[config.mk]
export PLATFORM = sky130hd
export DESIGN_NAME = button_press_hold_repeat_fsm_flat
export DESIGN_NICKNAME = d
export VERILOG_FILES = /design/src/sv/bphr_pkg.sv /design/src/sv/bphr_if.sv /design/src/sv/button_press_hold_repeat_fsm.sv /design/src/sv/bphr_csr.sv /design/src/sv/bphr_core.sv /design/src/sv/bphr_skid.sv /design/src/flat_wrapper.sv
export SDC_FILE = /design/constraint.sdc
export NUM_CORES = 1
export LEC_CHECK = 0
export BUFFER_PORTS_ARGS = -buffer_cell sky130_fd_sc_hd__buf_2
export CORE_ASPECT_RATIO = 2
export CORE_MARGIN = 1.5
export CORE_UTILIZATION = 46
export DETAILED_ROUTE_END_ITERATION = 10
export PLACE_DENSITY_LB_ADDON = 0.1
export SYNTH_ARGS = -nofsm -noshare
export SYNTH_HDL_FRONTEND = slang
export SYNTH_SLANG_ARGS = --single-unit
export TNS_END_PERCENT = 1
[constraint.sdc]
create_clock -name clock -period 8.4 [get_ports clock]
set_input_delay 2.1 -clock clock [delete_from_list [all_inputs] [get_ports clock]]
set_output_delay 2.1 -clock clock [all_outputs]
set_load 0.02 [all_outputs]
[src/sv/bphr_pkg.sv]
// ----------------------------------------------------------------------------
// bphr_pkg
// Types and constants shared by the press/hold/repeat detector files.
// ----------------------------------------------------------------------------
package bphr_pkg;

   localparam int TIME_W  = 32;
   localparam int DELAY_W = 16;
   localparam int IDX_W   = 8;
   localparam int FLAG_W  = 3;
   localparam int CODE_W  = 2;

   // register indexes on the csr channel
   localparam logic [IDX_W-1:0] REG_LONG_PRESS   = 8'd0;
   localparam logic [IDX_W-1:0] REG_HOLD         = 8'd1;
   localparam logic [IDX_W-1:0] REG_FIRST_REPEAT = 8'd2;
   localparam logic [IDX_W-1:0] REG_REPEAT       = 8'd3;

   localparam logic [DELAY_W-1:0] RST_LONG_PRESS   = 16'd10;
   localparam logic [DELAY_W-1:0] RST_HOLD         = 16'd10;
   localparam logic [DELAY_W-1:0] RST_FIRST_REPEAT = 16'd1;
   localparam logic [DELAY_W-1:0] RST_REPEAT       = 16'd5;

   // flags that survive a released step
   localparam logic [FLAG_W-1:0] KEEP_ON_RELEASE = 3'b110;

   localparam logic [FLAG_W-1:0] FLAG_LONG   = 3'b001;
   localparam logic [FLAG_W-1:0] FLAG_HOLD   = 3'b010;
   localparam logic [FLAG_W-1:0] FLAG_REPEAT = 3'b100;

   localparam logic [CODE_W-1:0] CODE_RELEASED = 2'd0;
   localparam logic [CODE_W-1:0] CODE_PRESSED  = 2'd1;
   localparam logic [CODE_W-1:0] CODE_LONG     = 2'd2;
   localparam logic [CODE_W-1:0] CODE_HOLD     = 2'd3;

   typedef enum logic [3:0] {
      ST_RELEASED = 4'b0001,
      ST_PRESSED  = 4'b0010,
      ST_LONG     = 4'b0100,
      ST_HOLD     = 4'b1000
   } state_type;

   typedef struct packed {
      logic [DELAY_W-1:0] long_press_delay;
      logic [DELAY_W-1:0] hold_delay;
      logic [DELAY_W-1:0] first_repeat_delay;
      logic [DELAY_W-1:0] repeat_delay;
   } cfg_type;

   typedef struct packed {
      logic [CODE_W-1:0] press_state;
      logic [FLAG_W-1:0] event_flags;
   } result_type;

   function automatic logic [CODE_W-1:0] state_code(input state_type st);
      logic [CODE_W-1:0] code;
      case (st)
         ST_RELEASED: code = CODE_RELEASED;
         ST_PRESSED:  code = CODE_PRESSED;
         ST_LONG:     code = CODE_LONG;
         ST_HOLD:     code = CODE_HOLD;
         default:     code = CODE_RELEASED;
      endcase
      return code;
   endfunction

endpackage

[src/sv/bphr_if.sv]
// ----------------------------------------------------------------------------
// bphr_if
// Valid/ready channels for samples, results and register writes.
// ----------------------------------------------------------------------------
interface bphr_req_if;
   logic                         valid;
   logic                         ready;
   logic [bphr_pkg::TIME_W-1:0]  now;
   logic                         button_down;
   modport source (output valid, now, button_down, input ready);
   modport sink   (input valid, now, button_down, output ready);
endinterface

interface bphr_rsp_if;
   logic                         valid;
   logic                         ready;
   logic [bphr_pkg::CODE_W-1:0]  press_state;
   logic [bphr_pkg::FLAG_W-1:0]  event_flags;
   modport source (output valid, press_state, event_flags, input ready);
   modport sink   (input valid, press_state, event_flags, output ready);
endinterface

interface bphr_csr_if;
   logic                          valid;
   logic                          ready;
   logic [bphr_pkg::IDX_W-1:0]    index;
   logic [bphr_pkg::DELAY_W-1:0]  data;
   modport source (output valid, index, data, input ready);
   modport sink   (input valid, index, data, output ready);
endinterface

[src/sv/button_press_hold_repeat_fsm.sv]
// A sample's result is registered in the output register, or in the skid stage while the output is stalled.
// Throughput: one sample per cycle while the skid stage is empty; the state step is one combinational pass.
// A stalled result parks in a skid stage, so one more sample is taken during a stall.
// Reset: synchronous, active high; state released, flags and deadline zero,
// delays back to 10, 10, 1 and 5.
// ----------------------------------------------------------------------------
// button_press_hold_repeat_fsm
// Button long-press / hold / auto-repeat detector with delay registers.
// ----------------------------------------------------------------------------
module button_press_hold_repeat_fsm (
   input  logic         clock,
   input  logic         reset,
   bphr_req_if.sink     req_bus,
   bphr_rsp_if.source   rsp_bus,
   bphr_csr_if.sink     csr_bus
);

   bphr_pkg::cfg_type     cfg;
   bphr_pkg::result_type  step_result;
   bphr_pkg::result_type  rsp_data;
   logic                  req_fire;

   assign req_fire = req_bus.valid && req_bus.ready;

   bphr_csr u_csr (
      .clock    (clock),
      .reset    (reset),
      .wr_valid (csr_bus.valid),
      .wr_index (csr_bus.index),
      .wr_data  (csr_bus.data),
      .wr_ready (csr_bus.ready),
      .cfg      (cfg)
   );

   bphr_core u_core (
      .clock       (clock),
      .reset       (reset),
      .step        (req_fire),
      .now         (req_bus.now),
      .button_down (req_bus.button_down),
      .cfg         (cfg),
      .result      (step_result)
   );

   bphr_skid u_skid (
      .clock     (clock),
      .reset     (reset),
      .in_valid  (req_fire),
      .in_data   (step_result),
      .in_ready  (req_bus.ready),
      .out_valid (rsp_bus.valid),
      .out_data  (rsp_data),
      .out_ready (rsp_bus.ready)
   );

   assign rsp_bus.press_state = rsp_data.press_state;
   assign rsp_bus.event_flags = rsp_data.event_flags;

   // skid full means the output register is full too
   a_skid_implies_out: assert property (@(posedge clock) disable iff (reset)
      !req_bus.ready |-> rsp_bus.valid)
      else $error("skid stage holds a beat while output is empty");

   // long-pressed is only reached by raising the long-press flag
   a_long_has_flag: assert property (@(posedge clock) disable iff (reset)
      (rsp_bus.valid && rsp_bus.press_state == bphr_pkg::CODE_LONG)
         |-> rsp_bus.event_flags[0])
      else $error("long-pressed state without long-press flag");

   // hold is only reached by raising the sticky hold flag
   a_hold_has_flag: assert property (@(posedge clock) disable iff (reset)
      (rsp_bus.valid && rsp_bus.press_state == bphr_pkg::CODE_HOLD)
         |-> rsp_bus.event_flags[1])
      else $error("hold state without hold flag");

   // the result output is valid in the cycle after every accepted sample
   a_accept_gives_result: assert property (@(posedge clock) disable iff (reset)
      req_fire |=> rsp_bus.valid)
      else $error("accepted sample produced no result");

endmodule

[src/sv/bphr_csr.sv]
// ----------------------------------------------------------------------------
// bphr_csr
// Delay registers, written one beat at a time; unknown indexes are dropped.
// ----------------------------------------------------------------------------
module bphr_csr (
   input  logic                          clock,
   input  logic                          reset,
   input  logic                          wr_valid,
   input  logic [bphr_pkg::IDX_W-1:0]    wr_index,
   input  logic [bphr_pkg::DELAY_W-1:0]  wr_data,
   output logic                          wr_ready,
   output bphr_pkg::cfg_type             cfg
);

   bphr_pkg::cfg_type cfg_ff;
   bphr_pkg::cfg_type cfg_in;

   assign wr_ready = 1'b1;
   assign cfg      = cfg_ff;

   always_comb begin
      cfg_in = cfg_ff;
      if (wr_valid) begin
         case (wr_index)
            bphr_pkg::REG_LONG_PRESS:   cfg_in.long_press_delay   = wr_data;
            bphr_pkg::REG_HOLD:         cfg_in.hold_delay         = wr_data;
            bphr_pkg::REG_FIRST_REPEAT: cfg_in.first_repeat_delay = wr_data;
            bphr_pkg::REG_REPEAT:       cfg_in.repeat_delay       = wr_data;
            default:                    cfg_in = cfg_ff;
         endcase
      end
   end

   always_ff @(posedge clock) begin
      if (reset) begin
         cfg_ff.long_press_delay   <= bphr_pkg::RST_LONG_PRESS;
         cfg_ff.hold_delay         <= bphr_pkg::RST_HOLD;
         cfg_ff.first_repeat_delay <= bphr_pkg::RST_FIRST_REPEAT;
         cfg_ff.repeat_delay       <= bphr_pkg::RST_REPEAT;
      end else begin
         cfg_ff <= cfg_in;
      end
   end

endmodule

[src/sv/bphr_core.sv]
// ----------------------------------------------------------------------------
// bphr_core
// Press state machine with deadline and event flags, hold and repeat sticky; one step per beat.
// ----------------------------------------------------------------------------
module bphr_core (
   input  logic                          clock,
   input  logic                          reset,
   input  logic                          step,
   input  logic [bphr_pkg::TIME_W-1:0]   now,
   input  logic                          button_down,
   input  bphr_pkg::cfg_type             cfg,
   output bphr_pkg::result_type          result
);

   bphr_pkg::state_type              cur_state_ff, cur_state_in;
   bphr_pkg::state_type              prev_state_ff, prev_state_in;
   logic [bphr_pkg::FLAG_W-1:0]      flags_ff, flags_in;
   logic [bphr_pkg::TIME_W-1:0]      deadline_ff, deadline_in;

   logic                             arm;
   logic [bphr_pkg::DELAY_W-1:0]     arm_delay;
   logic [bphr_pkg::TIME_W-1:0]      armed;
   logic [bphr_pkg::TIME_W-1:0]      due;
   logic                             expired;
   logic [bphr_pkg::TIME_W-1:0]      rearm;

   // deadline armed on the first step of each timed state
   always_comb begin
      arm       = 1'b0;
      arm_delay = cfg.long_press_delay;
      case (cur_state_ff)
         bphr_pkg::ST_PRESSED: begin
            arm       = (prev_state_ff == bphr_pkg::ST_RELEASED);
            arm_delay = cfg.long_press_delay;
         end
         bphr_pkg::ST_LONG: begin
            arm       = (prev_state_ff == bphr_pkg::ST_PRESSED);
            arm_delay = cfg.hold_delay;
         end
         bphr_pkg::ST_HOLD: begin
            arm       = (prev_state_ff == bphr_pkg::ST_LONG);
            arm_delay = cfg.first_repeat_delay;
         end
         default: begin
            arm       = 1'b0;
            arm_delay = cfg.long_press_delay;
         end
      endcase
   end

   assign armed   = now + bphr_pkg::TIME_W'(arm_delay);
   assign due     = arm ? armed : deadline_ff;
   assign expired = (now >= due);
   assign rearm   = now + bphr_pkg::TIME_W'(cfg.repeat_delay);

   always_comb begin
      cur_state_in  = cur_state_ff;
      prev_state_in = cur_state_ff;
      flags_in      = flags_ff;
      deadline_in   = due;
      case (cur_state_ff)
         bphr_pkg::ST_RELEASED: begin
            if (button_down) begin
               cur_state_in = bphr_pkg::ST_PRESSED;
            end
            prev_state_in = bphr_pkg::ST_RELEASED;
            flags_in      = flags_ff & bphr_pkg::KEEP_ON_RELEASE;
            deadline_in   = deadline_ff;
         end
         bphr_pkg::ST_PRESSED: begin
            if (!button_down) begin
               cur_state_in = bphr_pkg::ST_RELEASED;
            end else if (expired) begin
               cur_state_in = bphr_pkg::ST_LONG;
               flags_in     = flags_ff | bphr_pkg::FLAG_LONG;
            end
         end
         bphr_pkg::ST_LONG: begin
            if (!button_down) begin
               cur_state_in = bphr_pkg::ST_RELEASED;
            end else if (expired) begin
               cur_state_in = bphr_pkg::ST_HOLD;
               flags_in     = flags_ff | bphr_pkg::FLAG_HOLD;
            end
         end
         bphr_pkg::ST_HOLD: begin
            cur_state_in = button_down ? bphr_pkg::ST_HOLD : bphr_pkg::ST_RELEASED;
            // repeat is checked even on the releasing step
            if (expired) begin
               flags_in    = flags_ff | bphr_pkg::FLAG_REPEAT;
               deadline_in = rearm;
            end
         end
         default: begin
            cur_state_in  = bphr_pkg::ST_RELEASED;
            prev_state_in = bphr_pkg::ST_RELEASED;
            deadline_in   = deadline_ff;
         end
      endcase
   end

   assign result.press_state = bphr_pkg::state_code(cur_state_in);
   assign result.event_flags = flags_in;

   always_ff @(posedge clock) begin
      if (reset) begin
         cur_state_ff  <= bphr_pkg::ST_RELEASED;
         prev_state_ff <= bphr_pkg::ST_RELEASED;
         flags_ff      <= '0;
         deadline_ff   <= '0;
      end else if (step) begin
         cur_state_ff  <= cur_state_in;
         prev_state_ff <= prev_state_in;
         flags_ff      <= flags_in;
         deadline_ff   <= deadline_in;
      end
   end

endmodule

[src/sv/bphr_skid.sv]
// ----------------------------------------------------------------------------
// bphr_skid
// Result register with a skid stage so a new beat is taken during a stall.
// ----------------------------------------------------------------------------
module bphr_skid (
   input  logic                   clock,
   input  logic                   reset,
   input  logic                   in_valid,
   input  bphr_pkg::result_type   in_data,
   output logic                   in_ready,
   output logic                   out_valid,
   output bphr_pkg::result_type   out_data,
   input  logic                   out_ready
);

   logic                  out_valid_ff;
   logic                  skid_valid_ff;
   bphr_pkg::result_type  out_data_ff;
   bphr_pkg::result_type  skid_data_ff;

   assign in_ready  = !skid_valid_ff;
   assign out_valid = out_valid_ff;
   assign out_data  = out_data_ff;

   always_ff @(posedge clock) begin
      if (reset) begin
         out_valid_ff  <= 1'b0;
         skid_valid_ff <= 1'b0;
      end else if (out_ready || !out_valid_ff) begin
         if (skid_valid_ff) begin
            out_valid_ff  <= 1'b1;
            skid_valid_ff <= 1'b0;
         end else begin
            out_valid_ff  <= in_valid;
         end
      end else if (in_valid) begin
         // output stalled: park the beat
         skid_valid_ff <= 1'b1;
      end
   end

   always_ff @(posedge clock) begin
      if (out_ready || !out_valid_ff) begin
         out_data_ff <= skid_valid_ff ? skid_data_ff : in_data;
      end else if (in_valid) begin
         skid_data_ff <= in_data;
      end
   end

endmodule

[src/flat_wrapper.sv]
// flat-port wrapper written by rule: the top's interface ports become plain ports
module button_press_hold_repeat_fsm_flat 
  (clock, reset, req_bus_valid, req_bus_now, req_bus_button_down, req_bus_ready, rsp_bus_valid, rsp_bus_press_state, rsp_bus_event_flags, rsp_bus_ready, csr_bus_valid, csr_bus_index, csr_bus_data, csr_bus_ready);
  bphr_req_if req_bus_i ();
  bphr_rsp_if rsp_bus_i ();
  bphr_csr_if csr_bus_i ();
  input  logic clock;
  input  logic reset;
  input wire logic [$bits(req_bus_i.valid)-1:0] req_bus_valid;
  input wire logic [$bits(req_bus_i.now)-1:0] req_bus_now;
  input wire logic [$bits(req_bus_i.button_down)-1:0] req_bus_button_down;
  output wire logic [$bits(req_bus_i.ready)-1:0] req_bus_ready;
  output wire logic [$bits(rsp_bus_i.valid)-1:0] rsp_bus_valid;
  output wire logic [$bits(rsp_bus_i.press_state)-1:0] rsp_bus_press_state;
  output wire logic [$bits(rsp_bus_i.event_flags)-1:0] rsp_bus_event_flags;
  input wire logic [$bits(rsp_bus_i.ready)-1:0] rsp_bus_ready;
  input wire logic [$bits(csr_bus_i.valid)-1:0] csr_bus_valid;
  input wire logic [$bits(csr_bus_i.index)-1:0] csr_bus_index;
  input wire logic [$bits(csr_bus_i.data)-1:0] csr_bus_data;
  output wire logic [$bits(csr_bus_i.ready)-1:0] csr_bus_ready;
  assign req_bus_i.valid = req_bus_valid;
  assign req_bus_i.now = req_bus_now;
  assign req_bus_i.button_down = req_bus_button_down;
  assign req_bus_ready = req_bus_i.ready;
  assign rsp_bus_valid = rsp_bus_i.valid;
  assign rsp_bus_press_state = rsp_bus_i.press_state;
  assign rsp_bus_event_flags = rsp_bus_i.event_flags;
  assign rsp_bus_i.ready = rsp_bus_ready;
  assign csr_bus_i.valid = csr_bus_valid;
  assign csr_bus_i.index = csr_bus_index;
  assign csr_bus_i.data = csr_bus_data;
  assign csr_bus_ready = csr_bus_i.ready;
  button_press_hold_repeat_fsm u_core (.clock(clock), .reset(reset), .req_bus(req_bus_i), .rsp_bus(rsp_bus_i), .csr_bus(csr_bus_i));
endmodule
Word level (Yosys, flattened, before mapping):

Index checks and enable logic that the tools add are counted.
W data, S select, Z words.

* flip-flop bits (word level): 119
* input port bits: 62
* output and inout bits: 8

* add/sub/neg operators: 2
* $lt $le $gt $ge: 1
* eq/ne operators: 13
* mux-type cells: 22
* bitwise operators: 1
* reduce and logical (&&, ||, !) cells: 15

Operator list (number)
* $add A32 B16 Y32: 2
* $mux W32: 2
* $pmux W32 S2: 1
* $ge A32 B32 Y1: 1
* $pmux W16 S2: 1
* $mux W4: 7
* $eq A8 B2 Y1 const B: 2
* $pmux W4 S4: 1
* $eq A4 B2 Y1 const B: 3
* $eq A4 B3 Y1 const B: 3
* $pmux W3 S4: 1
* $reduce_and A2 Y1: 6
* $eq A4 B1 Y1 const B: 2
* $eq A4 B4 Y1 const B: 2
* $eq A8 B1 Y1 const B: 1
* $logic_not A8 Y1: 1
* $pmux W2 S3: 1
* $mux W5: 1
* $mux W2: 2
* $reduce_or A2 Y1: 2
* $mux W1: 3
* $mux W3: 1
* $pmux W1 S3: 1
* $reduce_or A3 Y1: 1
* 5 further kinds: 6

Logic depth before layout (Yosys ltp):

* depth after elaboration: 11
* mapped depth: 27
* mapped depth without buffers: 23

Cells and area by module:

Synthesis repeated with hierarchy kept, for this count alone.

* cells, all modules: 1042
* area total of the unflattened synthesis: 8787.2 um^2

By module, submodules not included
* bphr_core: instances 1, cells each 780, area each 5675.4 um^2
* bphr_csr: instances 1, cells each 236, area each 2647.5 um^2
* bphr_skid: instances 1, cells each 25, area each 457.9 um^2
* button_press_hold_repeat_fsm: instances 1, cells each 1, area each 6.3 um^2

Worst setup path before layout:

Ideal clock, no wire load.

* path kind: input to register
* from: input req_bus_now[0]
* to: register u_core.u_skid.out_data_ff (netlist bit u_core.u_skid.out_data[2]), data pin
* setup time: 0.260 ns
* data arrival time: 5.804 ns
* data required time: 8.140 ns
* slack: 2.336 ns
* cell stages on the path: 17
* path buffers: 2
* cells stage by stage: ha_1 -> fa_1 -> a211oi_1 -> o21ai_0 -> a211oi_1 -> o31ai_1 -> xor2_1 -> mux2i_1 -> ha_1 -> or2_2 -> a311oi_1 -> o21ai_0 -> a21o_1 -> buf_4 -> buf_4 -> or2_2 -> mux2_2

RTL lines
* start: declaration: line flat_wrapper.sv:10 `input wire logic [$bits(req_bus_i.now)-1:0] req_bus_now;`
* end signal: assignment: line bphr_skid.sv:44 `out_data_ff <= skid_valid_ff ? skid_data_ff : in_data;`
* end: declaration: line bphr_skid.sv:18 `bphr_pkg::result_type out_data_ff;`

Final worst setup path:

* from: input req_bus_now[0]
* to: register u_core.u_core.deadline_ff[19] (netlist bit)

* cells in the longest elaborated chain, start to end: 5
* elaborated cells between the ends (all ways): 6

RTL lines
* $add A32 B16 Y32: line bphr_core.sv:51 `assign armed = now + bphr_pkg::TIME_W'(arm_delay);`
* $mux W32: line bphr_core.sv:52 `assign due = arm ? armed : deadline_ff;`
* $ge A32 B32 Y1: line bphr_core.sv:53 `assign expired = (now >= due);`
* $mux W32: line bphr_core.sv:89 `if (expired) begin`
* $pmux W32 S2 (*): line bphr_core.sv:61 `case (cur_state_ff)`
* end signal: assignment: line bphr_core.sv:115 `deadline_ff <= deadline_in;`
* end: declaration: line bphr_core.sv:18 `logic [bphr_pkg::TIME_W-1:0] deadline_ff, deadline_in;`

Mark *: on every way between the ends. The rest lies on a longest branch, timed or not.
A chain may end at the register's enable or synchronous reset.

==> out/summary.txt <==
Detailed Place HPWL - 16900 µm
postcts setup bufs - 0
diode count - 0
drt drc - 0
Tcrit/Tclk final - 0.788
register bit total from synthesis - 119
vias in the first global route - 7381
Pwr Density - 161 nW/µm²
GP Congestion - 0.855
crit-path cells - buf_2 > ha_1 > fa_1 > a211oi_1 > o21ai_0 > a2111o_1 > nand4_1 > xnor2_1 > mux2i_1 > ha_1 > and4_1 > a221oi_1 > o31ai_1 > a31o_2 > nand2_1 > nor2_2 > a222oi_1 > nor2_1
row count - 69
die footprint - 18700 µm²
Total GRT Usage - 0.259
CTS max path bufs - 2
input/output buffers - 68
synthesis-to-finish area growth - 12.8%
MaxCap Viol Count - 0
min-delay src - u_core.u_csr.cfg[17]
Slew @ Worst Pin - 0.947 ns
worst r2r src - u_core.u_core.cur_state_ff[3]
Hold Vio Cnt, Final - 0
Distinct cells, synth - 76
Num CTS Buffers - 17
Worst Path Max Fanout - 16
Critical Path End Type - flop
Final Critical Period - 6.62 ns
hold crit path type - flop to flop
chip width - 97.5 µm
Clock Root Buffer - clkbuf_16
# IOs - 70
WL/cell - 18.2 µm
initial antenna violation count - 0
Worst Skew - 0.0148 ns
Die Y - 192 µm
Placeable Area - 17600 µm²
htree depth - 4
CTS Sinks - 119
Critical Path Slowest Stage Cell - nor2_2
grt total ovfl - 0
RSZ-0062 raised after global routing - false
endpoints failing setup - 0
pin count of the biggest net entering global routing - 87
Post-synth ARST share - 0
Worst setup SP type - input port
status - completed
Design Area, Final - 9280 µm²
Via Count - 7693
# resized after CTS - 0
P_leak - 3.59 nW
CTS tree - yes
Placed Area - 8660 µm²
Syn Inst Count - 1043
critical path's largest stage delay - 0.74 ns
Mapped Nets - 1171
critical path's most frequent cell - ha_1
share of layout cells above drive strength 1 - 0.129
Pins Over Slew Limit - 0
Mapped Avg Cell Area - 7.88 µm²
VDD IR max - 0.123 mV
later-pin clock latency in the skew report - 0.43 ns
sequential share of the synthesized area - 0.302
yosys warns - 0
WP data arrival - 6.98 ns
clock-pin slew on the worst setup and hold paths - 0.06 ns
TNS Setup - 0 ns
Required @ worst endpoint - 8.76 ns
initial core utilization - 0.467
Setup crit start - req_bus_now[0]
Max Freq - 151 MHz
Power, Total - 1.49 mW
hold_buf cts - 0
Routed Wire Length - 23900 µm
Post-DRT Antenna Nets - 0
first-pass GRT wire length - 38300 µm
Post-synth top flop - dfxtp_1
fin nets - 1212
Setup Crit Path Kind - input port to flop
drt pass-1 iters - 5
number of enable flip-flop cells after synthesis - 10
DRT iter0 DRCs - 316
Vias/cell - 5.87
Max-slew headroom - 0.368
Synth Cell Area - 8220 µm²
-- stage by stage --
step	cells	setup WS [ns]	util	hold WS, ns
5_1_grt	1310	1.52	0.527	0.468
2_1_floorplan	1043	2.34	-	0.429
3_3_place_gp	1278	1.61	0.492	0.441
6_report	1310	1.78	0.527	0.452
3_5_place_dp	1278	1.52	0.492	0.447
4_1_cts	1310	1.92	0.527	0.455
-- Yosys cell counts, types with 7 or more instances --
library cell	instances	area, µm²
ha_1	64	801
buf_2	14	70.1
a211oi_1	22	165
edfxtp_1	10	300
a22oi_1	17	128
a21oi_1	93	465
nand3b_1	11	82.6
dfxtp_1	109	2180
buf_4	7	52.6
clkbuf_1	30	113
mux2i_1	36	360
nor3_1	29	145
nand2_1	196	736
nand3_1	19	95.1
or2_2	7	43.8
xnor2_1	41	359
o21ai_0	44	220
and3_1	13	81.3
nand4_1	17	106
xor2_1	12	105
a31oi_1	9	56.3
nor2_1	95	357
o21a_1	7	52.6
inv_1	10	37.5
nor2b_1	9	56.3
a21o_1	18	135
-- power breakdown --
part / internal [mW] / switching [mW] / leakage (nW) / total [mW]
clock network: 0.473 / 0.295 / 0.299 / 0.768
logic: 0.0546 / 0.0901 / 2.31 / 0.145
registers: 0.576 / 0.00412 / 0.981 / 0.580
total: 1.10 / 0.389 / 3.59 / 1.49
-- placed cells by master, fill, tap and decap left out, types with 10 or more instances in the layout --
cell type and instances:
nand4_1 17, xor2_1 12, nand3_1 19, a211oi_1 22, a21o_1 18, mux2i_1 36
edfxtp_1 10, inv_1 10, ha_1 64, and3_1 13, nor2_1 95, nand3b_1 11
dfxtp_1 109, buf_4 12, clkbuf_16 18, nand2_1 196, a21oi_1 93, xnor2_1 41
buf_2 67, a22oi_1 17, nor3_1 28, o21ai_0 44
-- sequential cells by signal, indices dropped and copies added (netlist names) --
name                         flops
u_core.u_csr.cfg                64
u_core.u_core.deadline_ff       32
u_core.u_skid.out_data           5
u_core.u_skid.skid_data_ff       5
u_core.u_core.cur_state_ff       4
u_core.u_core.prev_state_ff      4
u_core.u_core.flags_ff           3
u_core.u_skid.out_valid          1
u_core.u_skid.skid_valid_ff      1
-- logic make-up after synthesis --
group                    count (synthesis)  share of synthesized area
AO/OA/AOI/OAI                          259                      0.201
XOR/XNOR                                53                     0.0565
adder cells (fa/ha/maj)                 66                      0.102
buffers and inverters                   68                     0.0382
flip-flops                             119                      0.302
multiplexers                            42                     0.0520
other                                    1                   0.000456
AND/OR/NAND/NOR                        435                      0.248
-- final timing paths --
path | end | slack, ns | cells after the start
setup reg to reg | u_core.u_core.deadline_ff[19] | 1.97 | 22
hold reg to reg | u_core.u_csr.cfg[17] | 0.45 | 2
setup / recovery | u_core.u_core.deadline_ff[19] | 1.78 | 18
hold / removal | u_core.u_csr.cfg[17] | 0.45 | 2
-- cell type report --
type                       instances  area (µm²)
sequential                       119        2480
clock buffer                      20         478
fill                            1770        8340
inverter                          11        41.3
multi-input combinational        856        5450
timing repair buffer              79         425
clock inverter                    12         138
tap                              213         267
-- worst max-delay path, delay by kind of cell --
family / cells / cell delay [ns]
compound gates: 7 / 2.02
xor+xnor: 1 / 0.14
fa+ha+maj: 3 / 1.00
mux: 1 / 0.11
buf+inv: 1 / 0.11
simple gates: 5 / 1.49
-- routing by layer --
metal / vias to the layer above / share of wire / GRT usage
met5: - / 0 / 0
met3: 54 / 0.040 / 0.0386
li1: 3827 / - / -
met2: 210 / 0.49 / 0.435
met4: 0 / 0.046 / 0.142
met1: 3602 / 0.42 / 0.315
No activity file was read; power rests on OpenSTA's default activity.
